===== src/hw/rtl/dbd_pkg.sv =====
// ----------------------------------------------------------------------------
// dbd_pkg
// shared types, constants and calendar tables for days_between_dates
// ----------------------------------------------------------------------------
package dbd_pkg;

  localparam int MAX_YEAR  = 9999;
  localparam int DAY_W     = 5;
  localparam int MONTH_W   = 4;
  localparam int YEAR_W    = 14;
  localparam int ORD_W     = 23;
  localparam int COUNT_W   = 22;
  localparam int LEAPS_W   = 12;
  localparam int DOY_W     = 9;
  localparam int IN_W      = 48;
  localparam int OUT_W     = 24;

  // y / 100 as (y * RECIP_100) >> RECIP_SHIFT, exact for 14-bit years
  localparam int RECIP_W     = 13;
  localparam int RECIP_100   = 5243;
  localparam int RECIP_SHIFT = 19;
  localparam int PROD_W      = YEAR_W + RECIP_W;
  localparam int Q100_W      = 8;

  localparam logic [COUNT_W-1:0] COUNT_MAX  = {COUNT_W{1'b1}};
  localparam logic [COUNT_W-1:0] SPAN_MAX   = 22'd3652424;

  typedef enum logic [1:0] {
    ERR_NONE  = 2'd0,
    ERR_DATE  = 2'd1,
    ERR_ORDER = 2'd2
  } dbd_err_t;

  typedef struct packed {
    logic ld1;
    logic ld2;
    logic ld3;
    logic ld4;
  } dbd_ctrl_t;

  function automatic logic [DAY_W-1:0] month_len(input logic [MONTH_W-1:0] m);
    logic [DAY_W-1:0] len;
    unique case (m)
      4'd1, 4'd3, 4'd5, 4'd7, 4'd8, 4'd10, 4'd12: len = 5'd31;
      4'd4, 4'd6, 4'd9, 4'd11:                    len = 5'd30;
      4'd2:                                       len = 5'd28;
      default:                                    len = 5'd0;
    endcase
    return len;
  endfunction

  function automatic logic [DOY_W-1:0] days_before(input logic [MONTH_W-1:0] m);
    logic [DOY_W-1:0] n;
    unique case (m)
      4'd1:    n = 9'd0;
      4'd2:    n = 9'd31;
      4'd3:    n = 9'd59;
      4'd4:    n = 9'd90;
      4'd5:    n = 9'd120;
      4'd6:    n = 9'd151;
      4'd7:    n = 9'd181;
      4'd8:    n = 9'd212;
      4'd9:    n = 9'd243;
      4'd10:   n = 9'd273;
      4'd11:   n = 9'd304;
      4'd12:   n = 9'd334;
      default: n = 9'd0;
    endcase
    return n;
  endfunction

endpackage


===== src/hw/rtl/dbd_date_conv.sv =====
// ----------------------------------------------------------------------------
// dbd_date_conv
// three-stage date to ordinal day converter with validity check
// ----------------------------------------------------------------------------
module dbd_date_conv (
  input  logic                            clk,
  input  dbd_pkg::dbd_ctrl_t              ctrl,
  input  logic [dbd_pkg::DAY_W-1:0]       day,
  input  logic [dbd_pkg::MONTH_W-1:0]     month,
  input  logic [dbd_pkg::YEAR_W-1:0]      year,
  output logic [dbd_pkg::ORD_W-1:0]       ord,
  output logic                            ok
);

  // stage 1
  logic [dbd_pkg::DAY_W-1:0]   d1;
  logic [dbd_pkg::MONTH_W-1:0] m1;
  logic [dbd_pkg::YEAR_W-1:0]  y1;
  logic [dbd_pkg::PROD_W-1:0]  prod1;
  logic                        ok1;

  // stage 2
  logic [dbd_pkg::YEAR_W-1:0]  y2;
  logic [dbd_pkg::LEAPS_W-1:0] leaps2;
  logic [dbd_pkg::DOY_W-1:0]   doy2;
  logic                        ok2;

  // stage 2 logic
  logic [dbd_pkg::Q100_W-1:0]  q100;
  logic [dbd_pkg::YEAR_W-1:0]  hund;
  logic [dbd_pkg::YEAR_W-1:0]  r100_w;
  logic                        y4z;
  logic                        r0;
  logic                        q4z;
  logic                        leap;
  logic [dbd_pkg::LEAPS_W:0]   leaps_w;
  logic [dbd_pkg::DAY_W:0]     len;
  logic [dbd_pkg::DOY_W-1:0]   doy_w;

  always_comb begin
    q100    = prod1[dbd_pkg::RECIP_SHIFT +: dbd_pkg::Q100_W];
    hund    = dbd_pkg::YEAR_W'(q100) * dbd_pkg::YEAR_W'(100);
    r100_w  = y1 - hund;
    y4z     = (y1[1:0] == 2'd0);
    r0      = (r100_w == '0);
    q4z     = (q100[1:0] == 2'd0);
    leap    = (y4z && !r0) || (r0 && q4z);
    // leap years in 0 .. y-1 as ceil(y/4) - ceil(y/100) + ceil(y/400)
    leaps_w = (dbd_pkg::LEAPS_W+1)'(y1 >> 2) + (dbd_pkg::LEAPS_W+1)'(!y4z)
            - (dbd_pkg::LEAPS_W+1)'(q100) - (dbd_pkg::LEAPS_W+1)'(!r0)
            + (dbd_pkg::LEAPS_W+1)'(q100 >> 2) + (dbd_pkg::LEAPS_W+1)'(!(r0 && q4z));
    len     = {1'b0, dbd_pkg::month_len(m1)} + (dbd_pkg::DAY_W+1)'(m1 == 4'd2 && leap);
    doy_w   = dbd_pkg::days_before(m1) + dbd_pkg::DOY_W'(m1 > 4'd2 && leap)
            + dbd_pkg::DOY_W'(d1) - dbd_pkg::DOY_W'(1);
  end

  always_ff @(posedge clk) begin
    if (ctrl.ld1) begin
      d1    <= day;
      m1    <= month;
      y1    <= year;
      prod1 <= dbd_pkg::PROD_W'(year) * dbd_pkg::PROD_W'(dbd_pkg::RECIP_100);
      ok1   <= (month >= 4'd1) && (month <= 4'd12) && (day != '0)
               && (32'(year) <= dbd_pkg::MAX_YEAR);
    end
    if (ctrl.ld2) begin
      y2     <= y1;
      leaps2 <= leaps_w[dbd_pkg::LEAPS_W-1:0];
      doy2   <= doy_w;
      ok2    <= ok1 && ({1'b0, d1} <= len);
    end
    if (ctrl.ld3) begin
      ord <= dbd_pkg::ORD_W'(y2) * dbd_pkg::ORD_W'(365)
           + dbd_pkg::ORD_W'(leaps2) + dbd_pkg::ORD_W'(doy2);
      ok  <= ok2;
    end
  end

endmodule


===== src/hw/rtl/dbd_diff.sv =====
// ----------------------------------------------------------------------------
// dbd_diff
// final stage: ordering check, difference, saturation and error code
// ----------------------------------------------------------------------------
module dbd_diff (
  input  logic                          clk,
  input  dbd_pkg::dbd_ctrl_t            ctrl,
  input  logic [dbd_pkg::ORD_W-1:0]     ord_a,
  input  logic                          ok_a,
  input  logic [dbd_pkg::ORD_W-1:0]     ord_b,
  input  logic                          ok_b,
  output logic [dbd_pkg::COUNT_W-1:0]   day_count,
  output dbd_pkg::dbd_err_t             date_error
);

  logic [dbd_pkg::ORD_W-1:0] diff;

  assign diff = ord_b - ord_a;

  always_ff @(posedge clk) begin
    if (ctrl.ld4) begin
      priority if (!ok_a || !ok_b) begin
        day_count  <= '0;
        date_error <= dbd_pkg::ERR_DATE;
      end else if (ord_b < ord_a) begin
        day_count  <= '0;
        date_error <= dbd_pkg::ERR_ORDER;
      end else if (diff > dbd_pkg::ORD_W'(dbd_pkg::COUNT_MAX)) begin
        day_count  <= dbd_pkg::COUNT_MAX;
        date_error <= dbd_pkg::ERR_NONE;
      end else begin
        day_count  <= diff[dbd_pkg::COUNT_W-1:0];
        date_error <= dbd_pkg::ERR_NONE;
      end
    end
  end

endmodule


===== src/hw/rtl/days_between_dates.sv =====
// ----------------------------------------------------------------------------
// days_between_dates
// day count between two gregorian dates over a four-stage pipeline
// ----------------------------------------------------------------------------
// Each input beat carries a start and an end date; each output beat gives the
// days from start to end with an error code in tuser (0 ok, 1 bad month, day
// or year, 2 end before start, count zero on error). One beat can enter every
// cycle while the output is not stalled; the stages are the reciprocal multiply
// for the divide by 100, the leap and month tables, the year times 365
// multiply, and the compare and subtract. Each stage holds its beat while the
// one after it is full and held, so bubbles close up under output stalls.
module days_between_dates (
  input  logic                         clk,
  input  logic                         rst,
  input  logic                         s_tvalid,
  output logic                         s_tready,
  // start_day, start_month, start_year, end_day, end_month, end_year, zero pad
  input  logic [dbd_pkg::IN_W-1:0]     s_tdata,
  output logic                         m_tvalid,
  input  logic                         m_tready,
  // day_count, zero pad
  output logic [dbd_pkg::OUT_W-1:0]    m_tdata,
  // date_error
  output logic [1:0]                   m_tuser
);

  logic [3:0]                    v;
  dbd_pkg::dbd_ctrl_t            ctrl;
  logic [dbd_pkg::ORD_W-1:0]     ord_a;
  logic [dbd_pkg::ORD_W-1:0]     ord_b;
  logic                          ok_a;
  logic                          ok_b;
  logic [dbd_pkg::COUNT_W-1:0]   day_count;
  dbd_pkg::dbd_err_t             date_error;

  always_comb begin
    ctrl.ld4 = !v[3] || m_tready;
    ctrl.ld3 = !v[2] || ctrl.ld4;
    ctrl.ld2 = !v[1] || ctrl.ld3;
    ctrl.ld1 = !v[0] || ctrl.ld2;
  end

  assign s_tready = ctrl.ld1;
  assign m_tvalid = v[3];
  assign m_tdata  = dbd_pkg::OUT_W'(day_count);
  assign m_tuser  = date_error;

  always_ff @(posedge clk) begin
    if (rst) begin
      v <= '0;
    end else begin
      if (ctrl.ld1) v[0] <= s_tvalid;
      if (ctrl.ld2) v[1] <= v[0];
      if (ctrl.ld3) v[2] <= v[1];
      if (ctrl.ld4) v[3] <= v[2];
    end
  end

  dbd_date_conv u_conv_start (
    .clk   (clk),
    .ctrl  (ctrl),
    .day   (s_tdata[4:0]),
    .month (s_tdata[8:5]),
    .year  (s_tdata[22:9]),
    .ord   (ord_a),
    .ok    (ok_a)
  );

  dbd_date_conv u_conv_end (
    .clk   (clk),
    .ctrl  (ctrl),
    .day   (s_tdata[27:23]),
    .month (s_tdata[31:28]),
    .year  (s_tdata[45:32]),
    .ord   (ord_b),
    .ok    (ok_b)
  );

  dbd_diff u_diff (
    .clk        (clk),
    .ctrl       (ctrl),
    .ord_a      (ord_a),
    .ok_a       (ok_a),
    .ord_b      (ord_b),
    .ok_b       (ok_b),
    .day_count  (day_count),
    .date_error (date_error)
  );

endmodule


===== config.mk =====
export PLATFORM = sky130hd
export DESIGN_NAME = days_between_dates
export DESIGN_NICKNAME = d
export VERILOG_FILES = /design/src/hw/rtl/dbd_pkg.sv /design/src/hw/rtl/dbd_date_conv.sv /design/src/hw/rtl/dbd_diff.sv /design/src/hw/rtl/days_between_dates.sv
export SDC_FILE = /design/constraint.sdc
export NUM_CORES = 1
export LEC_CHECK = 0
export ABC_AREA = 1
export BUFFER_PORTS_ARGS = -buffer_cell sky130_fd_sc_hd__buf_4
export CAP_MARGIN = 5
export CELL_PAD_IN_SITES_DETAIL_PLACEMENT = 1
export CELL_PAD_IN_SITES_GLOBAL_PLACEMENT = 2
export CORE_AREA = 2 2 282 284
export DETAILED_ROUTE_END_ITERATION = 12
export DIE_AREA = 0 0 284 286
export HOLD_SLACK_MARGIN = 0.05
export PLACE_DENSITY_LB_ADDON = 0.25
export RECOVER_POWER = 25
export SLEW_MARGIN = 20
export SYNTH_ARGS = -nofsm -noshare
export SYNTH_HDL_FRONTEND = slang
export SYNTH_SLANG_ARGS = --single-unit

===== constraint.sdc =====
create_clock -name clk -period 6.95 [get_ports clk]
set_clock_uncertainty 0.2 [all_clocks]
set_input_delay 0.3475 -clock clk [delete_from_list [all_inputs] [get_ports clk]]
set_output_delay 0.3475 -clock clk [all_outputs]
set_load 0.005 [all_outputs]

==> run metrics, run 1 <==
mapped cell area=0.0294 mm2; final worst path period need=6.70 ns; RR Endpoint=u_conv_start.leaps2[9]; share of flip-flops with an asynchronous set or reset=0%; total CTS buffers=28; post-route ant nets=0; CP Launch Type=flip-flop; post-layout util=42.0%; CTS clk-pin slew, worst paths=0.06 ns; vias in the first global route=24200; top cell type's share of synthesized area=24.3%; Die Wd=284 um; slowest stage cell on the critical path=fa_1; DRC=0; share of cells above drive strength 1=5.67%; drt first pass iters=5; die area=0.0812 mm2; core box area=0.0784 mm2; WHS Endpoint=v[3]; area added between synthesis and finish=11.8%; Critical R2R Launch=u_conv_start.prod1[22]; dpl cells=4390; Max stage delay on crit path=0.56 ns; Register Area=0.00681 mm2; CP Max Fanout=3; Max Root-Sink Buffers=3; WL per Instance=16.5 um; fin crit share=96.4%; worst path arrival time=6.79 ns; largest family of logic cells by synthesized area=adder cells; area of the multi-input gates=0.0197 mm2; Final nets=4328; worst slew pin tran=2.09 ns; adder-cell share of the synthesized area=42.8%; first-pass GRT wire length=124 mm; EDFF count, synth=208; Yosys cell types=47; headroom to the max-slew limit=-39.5%; pin count of the biggest net entering global routing=68; most common cell after layout, fill and taps aside=inv_1; vias post-DR=21600; most frequent cells in the layout=inv_1, ha_1, nand2_1; gp weighted congestion=0.871; H-tree depth=1; simple-gate share of the synthesized area=12.2%; post-synthesis compound-gate area fraction=7.74%; syn_area_per_cell=9.05 um2; Warnings, synthesis=0; CTS tree=built; R2R cell count=38; fill count=9194; Detailed Place HPWL=64.5 mm; failing checks=max-capacitance violations, max-slew violations; worst reg-to-reg setup slack=0.25 ns; Tot GR Track Use=18.7%; most frequent CP cell=nand2_1; row cnt=103; Congestion Overflow GR=0; Initial Util=37.6%; Die H=286 um; Max Fclk=149 MHz; CTS root buffer=clkbuf_16; RSZ-0062 raised after global routing=true; Final Non-Filler Cells=4507; cell taking the most area after synthesis=ha_1; mux cell area share after synthesis=0%; clock sinks=236; IO buf count=75; post-synthesis share of cell area spent on xor and xnor gates=3.45%; Final setup viols=0; max_cap viols=1; Synth Register Bits=236; count of final hold-check violations=0; hold path start=v[2]; Slew Limit Fails=51; worst min-delay path category=flip-flop to flip-flop; crit end category=flip-flop; sequential area share after synthesis=23.1%; Top-Level Pins=80; Req. time, crit path=7.04 ns; WHS Path Cells=2; synth top area cells=ha_1, edfxtp_1, fa_1; Synth Instances=3254; outcome=finished, violations left; vias per cell=4.78; top_reg_cell synth=edfxtp_1; DRT Wirelength=74.4 mm; Crit Path Category=flip-flop to flip-flop; initial DRC count=675; number of antenna violations at the first check in global routing=3; Clock Latency Late Sink=0.57 ns
[worst max-delay path by stage]
stage / end / slack, ns / startpoint / cells after the start
final: u_conv_start.leaps2[9] / 0.25 / u_conv_start.prod1[22] / 38
after floorplan: u_conv_start.leaps2[9] / 0.31 / u_conv_start.prod1[22] / 38
after global placement: u_conv_end.leaps2[9] / 0.07 / u_conv_end.prod1[22] / 34
after CTS: u_conv_start.leaps2[9] / -0.01 / u_conv_start.prod1[22] / 38
after global routing: u_conv_start.leaps2[9] / -0.12 / u_conv_start.prod1[22] / 39
after detailed placement: u_conv_start.leaps2[9] / -0.06 / u_conv_start.prod1[21] / 36
[cell families after synthesis]
kind of cell    Yosys count
fa+ha+maj               844
xor+xnor                116
flops                   236
simple gates            862
other cells               1
buf+inv                 825
compound gates          370
[per-layer routing]
layer  GRT usage, %  vias to the layer above  part of all wire, %
li1               -                    10800                    -
met1           23.7                    10500                   46
met2           35.0                      154                   51
met3           1.41                       75                  1.8
met4           3.74                        0                  1.8
met5              0                        -                    0
[final cells by class]
type	instances	area share [%]
multi-input cells	2194	60.0
flip-flops and latches	236	20.7
inverters	818	9.33
well taps	1050	3.99
repair buffers	154	3.27
clock buffers	39	2.41
clock inverters	13	0.323
diodes	3	0.0228
[worst max-delay path: cells and delay by family, from the launching register on]
| family | cells | cell delay (ns) |
|---|---|---|
| compound gates | 5 | 0.77 |
| fa+ha+maj | 10 | 3.21 |
| simple gates | 16 | 1.20 |
| xor+xnor | 2 | 0.30 |
| buf+inv | 5 | 0.29 |
| flops | 1 | 0.50 |
[synth_stat cells, types with 16 or more instances]
| cell type | number |
|---|---|
| ha_1 | 571 |
| a21oi_1 | 140 |
| a21o_1 | 16 |
| nand4_1 | 24 |
| a31oi_1 | 20 |
| nor3_1 | 38 |
| edfxtp_1 | 208 |
| nand3_1 | 115 |
| o21ai_0 | 78 |
| fa_1 | 273 |
| dfxtp_1 | 28 |
| o21bai_1 | 17 |
| nand2_1 | 494 |
| xnor2_1 | 37 |
| xor2_1 | 79 |
| a21oi_2 | 21 |
| inv_1 | 812 |
| nor2_1 | 160 |
[repair_timing]
item,CTS,global route
gates resized for setup,5,47
setup endpoints to repair,5,17
hold endpoints to repair,53,0
setup buffers,1,12
hold buffers,49,0
pin swaps,0,30
[per-stage QoR]
step | setup slack, ns | hold WS (ns) | TNS [ns] | cell area (um2)
3_3_place_gp | 0.0724 | 0.238 | 0 | 31400
5_1_grt | -0.119 | 0.261 | -0.186 | 32900
3_5_place_dp | -0.0585 | 0.258 | -0.161 | 31400
2_1_floorplan | 0.307 | 0.200 | 0 | 29400
4_1_cts | -0.0107 | 0.254 | -0.0107 | 32800
6_report | 0.253 | 0.252 | 0 | 32900
Power of run 1 is left out: the tool's default activity adds up to more than one toggle a clock period on the data nets, which glitch-free logic cannot reach.
==> inputs of run 2 (changes only) <==
Settings changed: PLACE_DENSITY_LB_ADDON 0.25 to 0.1.
==> run 2 against run 1 <==
The flow still finishes with violations (max-capacitance violations, max-slew violations). Global-route usage rose by 0.55 points. Via count rose by 0.32%. Wire length rose by 3.0%. Cell count rose by 0.20%. Setup slack improved by 0.011 ns. Final area rose by 0.64%. Count of clock-buffer cells in the layout fell by 6. Largest cell class unchanged. Highest routed layer unchanged.
==> run metrics, run 2 (synthesis gave the netlist of run 1 again) <==
area of the multi-input gates=0.0197 mm2 (about the same); Die Wd=284 um (unchanged); Req. time, crit path=7.07 ns (was 7.04 ns); Top-Level Pins=80 (unchanged); DRC=0 (unchanged); Register Area=0.00681 mm2 (unchanged); headroom to the max-slew limit=-36.8% (was -39.5%); final worst path period need=6.69 ns (was 6.70 ns); CTS tree=built (unchanged); worst slew pin tran=2.05 ns (was 2.09 ns); total CTS buffers=30 (was 28); Tot GR Track Use=19.3% (was 18.7%); Max Fclk=150 MHz (was 149 MHz); worst path arrival time=6.80 ns (was 6.79 ns); WL per Instance=17.0 um (was 16.5 um); Final setup viols=0 (unchanged); vias in the first global route=24500 (was 24200); IO buf count=75 (unchanged); count of final hold-check violations=0 (unchanged); CP Max Fanout=4 (was 3); most frequent CP cell=nand2_1 (unchanged); Crit Path Category=flip-flop to flip-flop (unchanged); H-tree depth=1 (unchanged); gp weighted congestion=0.849 (was 0.871); clock sinks=236 (unchanged); worst min-delay path category=flip-flop to flip-flop (unchanged); fin crit share=96.2% (was 96.4%); die area=0.0812 mm2 (unchanged); Final nets=4338 (was 4328); Max stage delay on crit path=0.57 ns (was 0.56 ns); crit end category=flip-flop (unchanged); Clock Latency Late Sink=0.59 ns (was 0.57 ns); max_cap viols=1 (unchanged); initial DRC count=624 (was 675); area added between synthesis and finish=12.6% (was 11.8%); Detailed Place HPWL=66.1 mm (was 64.5 mm); CTS clk-pin slew, worst paths=0.06 ns (about the same); most common cell after layout, fill and taps aside=inv_1 (unchanged); RSZ-0062 raised after global routing=true (unchanged); Die H=286 um (unchanged); vias post-DR=21600 (about the same); row cnt=103 (unchanged); Congestion Overflow GR=0 (unchanged); first-pass GRT wire length=127 mm (was 124 mm); slowest stage cell on the critical path=fa_1 (unchanged); failing checks=max-capacitance violations, max-slew violations (unchanged); pin count of the biggest net entering global routing=72 (was 68); Min Hold Slack=0.280 ns (was 0.252 ns); number of antenna violations at the first check in global routing=5 (was 3); CTS root buffer=clkbuf_16 (unchanged); Slew Limit Fails=51 (unchanged); outcome=finished, violations left (unchanged); most frequent cells in the layout=inv_1, ha_1, nand2_1 (unchanged); fill count=9190 (was 9194); post-route ant nets=0 (unchanged); CP Launch Type=flip-flop (unchanged); share of cells above drive strength 1=6.24% (was 5.67%); Max Root-Sink Buffers=3 (unchanged); drt first pass iters=4 (was 5); Initial Util=37.6% (unchanged); vias per cell=4.79 (was 4.78); DRT Wirelength=76.6 mm (was 74.4 mm); core box area=0.0784 mm2 (unchanged)
==> run 2: cell types whose count changed in the layout (fill, tap and decap cells not counted), moves of 3 or more <==
cell and delta:
buf_4 +16, bufinv_16 +4, clkbuf_1 -16, clkbuf_4 +3
clkbuf_8 -3
==> run 2: worst paths after layout <==
kind / endpoint / from / slack [ns] / cells past startpoint
worst max-delay path: u_conv_start.leaps2[9] / u_conv_start.prod1[22] / 0.26 / 35
worst min-delay path: v[3] / v[2] / 0.28 / 2
worst max register to register: u_conv_start.leaps2[9] / u_conv_start.prod1[22] / 0.26 / 35
worst min register to register: v[3] / v[2] / 0.28 / 2
==> run 2: layer usage <==
layer | vias up | global-route usage [%] | part of all wire, %
met4 | 0 | 4.61 | 2.3
met2 | 196 | 35.6 | 50
met1 | 10600 | 24.2 | 45
li1 | 10800 | - | -
met3 | 90 | 1.79 | 2.3
met5 | - | 0 | 0
==> run 2: timing repair <==
action | 4_1_cts | 5_1_grt
setup endpoints to repair | 9 | 15
hold endpoints to repair | 52 | 0
hold buffers | 49 | 0
buffers inserted | 1 | 8
resized for setup | 4 | 44
pin swaps | 0 | 33
==> run 2: area by class of cell <==
type | count | area share, %
Multi-Input combinational cell | 2194 | 59.5
Sequential cell | 236 | 20.5
Inverter | 818 | 9.27
Tap cell | 1050 | 3.97
Timing Repair Buffer | 162 | 3.55
Clock buffer | 33 | 2.36
Clock inverter | 21 | 0.752
Antenna cell | 2 | 0.0151
==> run 2: worst max-delay path: cells and delay by family, from the launching register on <==
| kind | cells | cell delay (ns) |
|---|---|---|
| simple gates | 14 | 1.23 |
| flops | 1 | 0.48 |
| fa+ha+maj | 10 | 3.36 |
| compound gates | 4 | 0.62 |
| xor+xnor | 2 | 0.24 |
| buf+inv | 5 | 0.28 |
==> run 2: through the flow <==
| stage | utilization [%] | area [um2] | setup TNS, ns | instances | worst slack (ns) |
|---|---|---|---|---|---|
| floorplan | - | 29400 | 0 | 3255 | 0.307 |
| global placement | 40.2 | 31500 | -0.0347 | 4402 | -0.0347 |
| detailed placement | 40.2 | 31500 | -0.556 | 4402 | -0.155 |
| CTS | 42.1 | 33000 | -0.0526 | 4506 | -0.0526 |
| global route | 42.3 | 33100 | -0.315 | 4516 | -0.200 |
| finish | 42.3 | 33100 | 0 | 4516 | 0.264 |
Power of run 2 is left out for the same reason.
==> inputs of run 3 (changes only) <==
Settings changed: CTS_BUF_LIST from default to sky130_fd_sc_hd__clkbuf_16, PLACE_DENSITY from default to 0.85, PLACE_DENSITY_LB_ADDON 0.1 to default.
==> run 3 against run 2 <==
The flow still finishes with violations (max-capacitance violations, max-slew violations). Sequential share of layout area grew 0.094 points. Die area is the same. Maximum frequency down 1.6%. Setup slack got worse by 0.11 ns. Utilization decreased by 0.19 points. Global-route usage decreased by 1.3 points. Final area is 0.45% lower. Count of clock-buffer cells in the layout shrank 4. First-iteration DRC count up 2.1%. Critical path depth increased by 1. Register-to-register slack got worse by 0.11 ns. Non-clock buffer count decreased by 9. Critical endpoint is now u_conv_end.leaps2[9].
==> run metrics, run 3 (synthesis gave the netlist of run 1 again) <==
outcome=finished, violations left (unchanged); failing checks=max-capacitance violations, max-slew violations (unchanged); H-tree depth=1 (unchanged); Final Worst Setup Slack=0.157 ns (was 0.264 ns); worst path arrival time=6.90 ns (was 6.80 ns); Die H=286 um (unchanged); share of cells above drive strength 1=6.22% (was 6.24%); final worst path period need=6.79 ns (was 6.69 ns); most frequent CP cell=nand2_1 (unchanged); most frequent cells in the layout=inv_1, ha_1, nand2_1 (unchanged); number of antenna violations at the first check in global routing=2 (was 5); Congestion Overflow GR=0 (unchanged); Max Fclk=147 MHz (was 150 MHz); clock sinks=236 (unchanged); Die Wd=284 um (unchanged); RSZ-0062 raised after global routing=true (unchanged); Max Root-Sink Buffers=3 (unchanged); first-pass GRT wire length=120 mm (was 127 mm); core box area=0.0784 mm2 (unchanged); DRC=0 (unchanged); IO buf count=75 (unchanged); drt first pass iters=4 (unchanged); CTS root buffer=clkbuf_16 (unchanged); CP Max Fanout=5 (was 4); DRT Wirelength=72.2 mm (was 76.6 mm); post-route ant nets=0 (unchanged); Initial Util=37.6% (unchanged); max_cap viols=1 (unchanged); setup total negative slack=0 ns (unchanged); RR Endpoint=u_conv_end.leaps2[9] (was u_conv_start.leaps2[9]); fin crit share=97.7% (was 96.2%); pin count of the biggest net entering global routing=69 (was 72); CP Launch Type=flip-flop (unchanged); vias post-DR=21500 (was 21600); WHS Path Cells=0 (was 2); Crit Path Category=flip-flop to flip-flop (unchanged); Top-Level Pins=80 (unchanged); Slew Limit Fails=51 (unchanged); Critical R2R Launch=u_conv_end.prod1[21] (was u_conv_start.prod1[22]); worst min-delay path category=flip-flop to flip-flop (unchanged); CTS clk-pin slew, worst paths=0.06 ns (about the same); area added between synthesis and finish=12.1% (was 12.6%); vias in the first global route=23700 (was 24500); worst slew pin tran=2.83 ns (was 2.05 ns); CTS tree=built (unchanged); most common cell after layout, fill and taps aside=inv_1 (unchanged); Req. time, crit path=7.06 ns (was 7.07 ns); pre-CTS WS=-0.0744 ns (was -0.155 ns); initial DRC count=637 (was 624); total CTS buffers=29 (was 30); Final nets=4328 (was 4338); headroom to the max-slew limit=-88.8% (was -36.8%); die area=0.0812 mm2 (unchanged); Clock Latency Late Sink=0.60 ns (was 0.59 ns); Detailed Place HPWL=62.4 mm (was 66.1 mm); WL per Instance=16.0 um (was 17.0 um); gp weighted congestion=0.850 (was 0.849); Final setup viols=0 (unchanged); R2R cell count=36 (was 35); Max stage delay on crit path=0.50 ns (was 0.57 ns); crit end category=flip-flop (unchanged); count of final hold-check violations=0 (unchanged); WHS Endpoint=u_conv_end.ok (was v[3]); hold path start=u_conv_end.ok2 (was v[2]); slowest stage cell on the critical path=fa_1 (unchanged); vias per cell=4.77 (was 4.79); worst reg-to-reg setup slack=0.16 ns (was 0.26 ns); Tot GR Track Use=18.0% (was 19.3%); row cnt=103 (unchanged)
run 3: cell types whose count changed in the layout (fill, tap and decap cells not counted), moves of 4 or more:
cell       before  now
clkbuf_4       21   27
clkbuf_1       45   41
buf_4          49   36
bufinv_16       5    1
inv_1         811  815
run 3: worst max-delay path by stage:
| stage | start | to | cells past startpoint |
|---|---|---|---|
| floorplan | u_conv_start.prod1[22] | u_conv_start.leaps2[9] | 38 |
| CTS | u_conv_start.prod1[22] | u_conv_start.leaps2[9] | 38 |
| global route | u_conv_end.prod1[21] | u_conv_end.leaps2[9] | 37 |
| finish | u_conv_end.prod1[21] | u_conv_end.leaps2[9] | 36 |
| detailed placement | u_conv_end.prod1[21] | u_conv_end.leaps2[9] | 34 |
| global placement | u_conv_start.prod1[22] | u_conv_start.leaps2[9] | 38 |
run 3: area by class of cell:
type | count | area (um2)
Antenna cell | 2 | 5.00
Clock buffer | 29 | 726
Clock inverter | 25 | 170
Fill cell | 9285 | 45400
Inverter | 818 | 3070
Multi-Input combinational cell | 2194 | 19800
Sequential cell | 236 | 6810
Tap cell | 1050 | 1310
Timing Repair Buffer | 153 | 1120
run 3: what timing repair did:
action | 4_1_cts | 5_1_grt
buffers inserted | 0 | 11
hold buffers | 49 | 0
endpoints found under the setup margin | 6 | 18
hold endpoints to repair | 54 | 0
resized for setup | 4 | 54
pin swaps | 0 | 37
run 3: per-layer routing:
layer	routed length [um]	vias to the layer above	GRT usage (%)
met5	0	-	0
met2	35800	216	32.9
met3	1770	81	1.56
met4	1330	0	3.51
met1	33300	10400	23.3
li1	-	10800	-
run 3: stage by stage:
| step | hold slack [ns] | utilization, % | instances | area (um2) |
|---|---|---|---|---|
| floorplan | 0.200 | - | 3255 | 29400 |
| global placement | 0.207 | 40.1 | 4391 | 31400 |
| detailed placement | 0.215 | 40.1 | 4391 | 31400 |
| CTS | 0.224 | 41.8 | 4494 | 32800 |
| global route | 0.223 | 42.1 | 4507 | 33000 |
| finish | 0.220 | 42.1 | 4507 | 33000 |
run 3: critical path, delay by kind of cell (launching register included):
family,cells,cell delay (ns)
and+or+nand+nor,11,0.84
adders and majority gates,10,3.42
DFF,1,0.44
buffers and inverters,9,0.78
AOI/OAI and AO/OA,4,0.60
xor gates and xnor gates,2,0.24
Power of run 3 is left out for the same reason.
